`src/rtl/core/foct_pkg.sv`:
```
// ----------------------------------------------------------------------------
// foct_pkg
// Shared types and constants for the frequency ordered counter table.
// ----------------------------------------------------------------------------
package foct_pkg;

	localparam int FOCT_CAPACITY = 64;

	localparam logic [1:0] KIND_ADD  = 2'd0;
	localparam logic [1:0] KIND_SET  = 2'd1;

	localparam logic signed [31:0] COUNT_MAX = 32'sh7fff_ffff;

	typedef enum logic [4:0] {
		S_IDLE,
		S_SRCH_RD,
		S_SRCH_CMP,
		S_DECIDE,
		S_BUB_RD,
		S_BUB_CMP,
		S_REM_RD,
		S_REM_WR,
		S_PL_RD,
		S_PL_CMP,
		S_SH_RD,
		S_SH_WR,
		S_DONE
	} state_t;

	typedef enum logic [4:0] {
		C_NONE,
		C_LOAD,
		C_RD_IDX,
		C_RD_PREV,
		C_RD_NEXT,
		C_IDX_INC,
		C_HIT,
		C_RES_READ,
		C_INC,
		C_APPEND,
		C_REFUSE,
		C_PL_START,
		C_MOVE_DEC,
		C_MOVE_INC,
		C_BUB_FINAL,
		C_REM_END,
		C_PL_FOUND,
		C_SH_FINAL,
		C_EMIT
	} cmd_t;

	typedef struct packed {
		logic       idx_eq_n;
		logic       idx_zero;
		logic       idx_eq_q;
		logic       last_rem;
		logic       key_match;
		logic       cnt_less;
		logic       nv_greater;
		logic       found;
		logic       full;
		logic [1:0] kind;
		logic       out_free;
	} status_t;

endpackage

```
`src/rtl/core/foct_ctrl.sv`:
```
// ----------------------------------------------------------------------------
// foct_ctrl
// Sequencer for search, bubble, remove and place passes.
// ----------------------------------------------------------------------------
module foct_ctrl (
	input  logic             clk,
	input  logic             arst_n,
	input  logic             in_valid,
	output logic             in_ready,
	input  foct_pkg::status_t st,
	output foct_pkg::cmd_t    cmd
);
	import foct_pkg::*;

	state_t state_q, state_d;

	always_ff @(posedge clk or negedge arst_n) begin
		if (!arst_n) state_q <= S_IDLE;
		else         state_q <= state_d;
	end

	always_comb begin
		state_d  = state_q;
		cmd      = C_NONE;
		in_ready = 1'b0;
		unique case (state_q)
			S_IDLE: begin
				in_ready = 1'b1;
				if (in_valid) begin
					cmd     = C_LOAD;
					state_d = S_SRCH_RD;
				end
			end
			S_SRCH_RD: begin
				if (st.idx_eq_n) state_d = S_DECIDE;
				else begin
					cmd     = C_RD_IDX;
					state_d = S_SRCH_CMP;
				end
			end
			S_SRCH_CMP: begin
				if (st.key_match) begin
					cmd     = C_HIT;
					state_d = S_DECIDE;
				end else begin
					cmd     = C_IDX_INC;
					state_d = S_SRCH_RD;
				end
			end
			S_DECIDE: begin
				if (st.kind == KIND_ADD) begin
					if (st.found) begin
						cmd     = C_INC;
						state_d = S_BUB_RD;
					end else if (!st.full) begin
						cmd     = C_APPEND;
						state_d = S_DONE;
					end else begin
						cmd     = C_REFUSE;
						state_d = S_DONE;
					end
				end else if (st.kind == KIND_SET) begin
					if (st.found) state_d = S_REM_RD;
					else if (!st.full) begin
						cmd     = C_PL_START;
						state_d = S_PL_RD;
					end else begin
						cmd     = C_REFUSE;
						state_d = S_DONE;
					end
				end else begin
					cmd     = C_RES_READ;
					state_d = S_DONE;
				end
			end
			S_BUB_RD: begin
				if (st.idx_zero) begin
					cmd     = C_BUB_FINAL;
					state_d = S_DONE;
				end else begin
					cmd     = C_RD_PREV;
					state_d = S_BUB_CMP;
				end
			end
			S_BUB_CMP: begin
				if (st.cnt_less) begin
					cmd     = C_MOVE_DEC;
					state_d = S_BUB_RD;
				end else begin
					cmd     = C_BUB_FINAL;
					state_d = S_DONE;
				end
			end
			S_REM_RD: begin
				if (st.last_rem) begin
					cmd     = C_REM_END;
					state_d = S_PL_RD;
				end else begin
					cmd     = C_RD_NEXT;
					state_d = S_REM_WR;
				end
			end
			S_REM_WR: begin
				cmd     = C_MOVE_INC;
				state_d = S_REM_RD;
			end
			S_PL_RD: begin
				if (st.idx_eq_n) begin
					cmd     = C_PL_FOUND;
					state_d = S_SH_RD;
				end else begin
					cmd     = C_RD_IDX;
					state_d = S_PL_CMP;
				end
			end
			S_PL_CMP: begin
				if (st.nv_greater) begin
					cmd     = C_PL_FOUND;
					state_d = S_SH_RD;
				end else begin
					cmd     = C_IDX_INC;
					state_d = S_PL_RD;
				end
			end
			S_SH_RD: begin
				if (st.idx_eq_q) begin
					cmd     = C_SH_FINAL;
					state_d = S_DONE;
				end else begin
					cmd     = C_RD_PREV;
					state_d = S_SH_WR;
				end
			end
			S_SH_WR: begin
				cmd     = C_MOVE_DEC;
				state_d = S_SH_RD;
			end
			S_DONE: begin
				if (st.out_free) begin
					cmd     = C_EMIT;
					state_d = S_IDLE;
				end
			end
			default: state_d = S_IDLE;
		endcase
	end

endmodule

```
`config.mk`:
```
export PLATFORM = sky130hd
export DESIGN_NAME = foct_ctrl
export DESIGN_NICKNAME = d
export VERILOG_FILES = /design/src/rtl/core/foct_pkg.sv /design/src/rtl/core/foct_ctrl.sv
export SDC_FILE = /design/constraint.sdc
export NUM_CORES = 1
export LEC_CHECK = 0
export BUFFER_PORTS_ARGS = -buffer_cell sky130_fd_sc_hd__buf_2
export CELL_PAD_IN_SITES_DETAIL_PLACEMENT = 1
export CELL_PAD_IN_SITES_GLOBAL_PLACEMENT = 1
export CORE_MARGIN = 5
export CORE_UTILIZATION = 32
export DETAILED_ROUTE_END_ITERATION = 10
export GPL_ROUTABILITY_DRIVEN = 0
export HOLD_SLACK_MARGIN = 0.15
export PLACE_DENSITY_LB_ADDON = 0.05
export REMOVE_ABC_BUFFERS = 1
export SYNTH_ARGS = -nofsm -noshare
export SYNTH_HDL_FRONTEND = slang
export SYNTH_SLANG_ARGS = --single-unit
export TNS_END_PERCENT = 30
```
`constraint.sdc`:
```
create_clock -name clk -period 1.2 [get_ports clk]
set_input_delay 0.12 -clock clk [delete_from_list [all_inputs] [get_ports clk]]
set_output_delay 0.12 -clock clk [all_outputs]
set_load 0.03 [all_outputs]
```
==> metrics.yaml <==
yosys:
  ys_types: 39
  ys_ff_latch: 4
  synth_xor_area_frac: 0
  netlist.area_leader.share: 0.139
  synthMuxAreaShare: 0.0139
  synth-adder-area-share: 0
  synth_simple_gate_area_frac: 0.399
  synth_compound_area_frac: 0.352
  netlist_instances: 98
  avgSynthCellArea_um2: 7.37
  synth_area_um2: 722
  yosysSeqAreaShare: 0.139
  async_flop_share: 1.00
  synth_top_area_cell: "dfrtp_1"
  synthTopCellsByArea: "dfrtp_1 (14%), nand2b_1 (6.9%), buf_2 (5.5%)"
  synth_enable_flop_cells: 0
  dominantRegCellSynth: "dfrtp_1"
  yosysWarnings: 0
  synth_top_family_by_area: "simple AND/OR/NAND/NOR gates"
critical_path:
  worst-setup-path-type: "flop to output pin"
  cp-end-kind: "output pin"
  crit_arrival_ns: 1.59
  rr_endpoint: "state_q[3]"
  rrSetupSlack_ns: -0.20
  startpoint_type: "flop"
  critPathMaxFanout: 6
  rr_startpoint: "state_q[0]"
  crit_required_ns: 1.08
  reg2reg_depth: 6
timing:
  max-slew-margin-rel: 0.770
  slew_viol_final: 0
  fin_worst_hold_slack_ns: 0.216
  setup_ws_ns: -0.514
  finalHoldViolCount: 0
  rsz0062_at_grt: "true"
  setup_tns_ns: -2.96
  clock_skew_ns: 0.000357
  tightest_slew_ns: 0.341
  period_needed_ns: 1.71
  fmax_ghz: 0.583
  finalSetupViolations: 10
  period_share: 1.43
power:
  p_leak_nw: 0.531
  intPower_mw: 1.71
  p_seq_frac: 0.099
  comb_power_share: 0.846
  irDropWorstVdd_mv: 1.40
  p_sw_frac: 0.482
  power_switching_mw: 1.59
  clkPwrFrac: 0.055
  power_density_nw_per_um2: 2720
floorplan:
  core_um2: 2190
  die_x_um: 57.5
  io_pins: 21
  dieArea_um2: 3310
  num_rows: 17
  initial_core_util: 0.330
  die_h_um: 57.5
cells_and_area:
  max_flop_register: "state_q"
  final_nets: 155
  antennaDiodeCount: 0
  largestRegisters: "state_q x4"
  final_cells: 166
  final.fill_count: 264
  largest_register_ffs: 4
  final_area_um2: 1210
  synthToLayoutAreaGrowth_pct: 67.9
  final_layout_size_suffix_gt1_frac: 0.514
  seq_area_um2: 104
  multi_input_area_um2: 658
route:
  totalWireLength_um: 3030
  drt_pass1_iterations: 4
  ant_nets: 0
  wire_per_inst_um: 18.2
  drc_errors: 0
  drt_iter0_drc: 15
  vias: 972
  viasPerCell: 5.86
clocking:
  cts_buffers: 3
  cts_htree_levels: 1
  clock-sinks: 4
  cts_tree: "built"
  clk_latency_ns: 0.24
  cts_buffer_depth: 2
  path_clk_slew_ns: 0.04
  root_buffer: "clkbuf_4"
placed_design:
  post-dp-hpwl_um: 2100
  port-buffer-count: 20
  dpl.cell_count: 156
  place_area_um2: 956
  dp_slack_ns: -0.326
grt:
  grt_antenna_before_repair: 0
  grt_usage: 0.195
  grt_pass1_wl_um: 5090
  grt-ovfl-total: 0
  grt_pass1_vias: 1041
  grt_max_degree: 16
min_path:
  hp-class: "input port to async pin"
run:
  max_cap_violations: 0
outcome:
  violations: "setup timing"
  status: "complete, but fails checks"
logic make-up (layout without fill, tap and decap cells):
| family | after synthesis | in the layout |
|---|---|---|
| muxes | 1 | 1 |
| AOI/OAI and AO/OA | 36 | 36 |
| DFF | 4 | 4 |
| buffers and inverters | 14 | 54 |
| and+or+nand+nor | 43 | 43 |
layer usage:
layer | track usage | vias up | routed length, um | part of all wire
li1 | - | 458 | - | -
met1 | 0.260 | 473 | 1330 | 0.44
met2 | 0.305 | 31 | 1450 | 0.48
met3 | 0.0543 | 10 | 141 | 0.047
met4 | 0.0563 | 0 | 111 | 0.037
met5 | 0 | - | 0 | 0
through the flow:
| step | util | total power [mW] |
|---|---|---|
| 2_1_floorplan | - | 1.52 |
| 3_3_place_gp | 0.436 | 2.32 |
| 3_5_place_dp | 0.436 | 2.36 |
| 6_report | 0.553 | 3.30 |
| 5_1_grt | 0.553 | 3.54 |
| 4_1_cts | 0.513 | 2.99 |
worst max-delay path: stages (launching register included):
cell and delay (ns):
dfrtp_2 0.45, buf_4 0.19, nor3b_1 0.29, nand3b_1 0.15, o2111ai_2 0.11, buf_6 0.16
cell usage after synthesis, drive strengths merged, types with 3 or more instances:
cell type  count
buf           10
o21ai          9
nand2b         8
nor3b          6
nand2          5
a21oi          4
a32oi          4
and3b          4
dfrtp          4
nor2           4
a2bb2oi        3
inv            3
nand3b         3
nor2b          3
layout make-up:
| cell class | instances | share of cell area |
|---|---|---|
| inverter | 3 | 0.00929 |
| timing repair buffer | 48 | 0.315 |
| multi-input combinational | 80 | 0.543 |
| tap | 28 | 0.0289 |
| clock buffer | 3 | 0.0186 |
| sequential | 4 | 0.0857 |
worst max path at each step:
stage	end	depth (start not counted)	from
3_5_place_dp	cmd[1]	5	state_q[1]
3_3_place_gp	cmd[1]	5	state_q[1]
5_1_grt	cmd[0]	5	state_q[1]
6_report	cmd[0]	5	state_q[1]
2_1_floorplan	state_q[0]	3	state_q[2]
4_1_cts	cmd[0]	6	state_q[0]
power groups by stage:
| stage | clock, mW | combinational [mW] | sequential, mW |
|---|---|---|---|
| 2_1_floorplan | 0 | 1.04 | 0.476 |
| 3_3_place_gp | 0 | 2.02 | 0.301 |
| 3_5_place_dp | 0 | 2.06 | 0.299 |
| 4_1_cts | 0.186 | 2.49 | 0.314 |
| 5_1_grt | 0.205 | 3.00 | 0.335 |
| 6_report | 0.183 | 2.79 | 0.326 |
repair_timing:
action,in CTS,in global routing
pin swaps,7,9
endpoints found under the hold margin,4,0
gates cloned,0,0
resized for setup,28,20
hold buffers,1,0
setup endpoints to repair,10,10
setup buffers,5,1
cells in the final DEF (no fill, tap or decap), drive strengths merged, types with 2 or more instances in the layout:
master / n
a211o: 2
a21oi: 4
a22o: 2
a2bb2oi: 3
a32oi: 4
and3b: 4
buf: 47
clkbuf: 3
dfrtp: 4
inv: 3
nand2: 5
nand2b: 8
nand3b: 3
nor2: 4
nor2b: 3
nor3: 2
nor3b: 6
nor4bb: 2
o211ai: 2
o21ai: 9
o21bai: 2
Note: power is estimated with default switching activity, not from simulation.
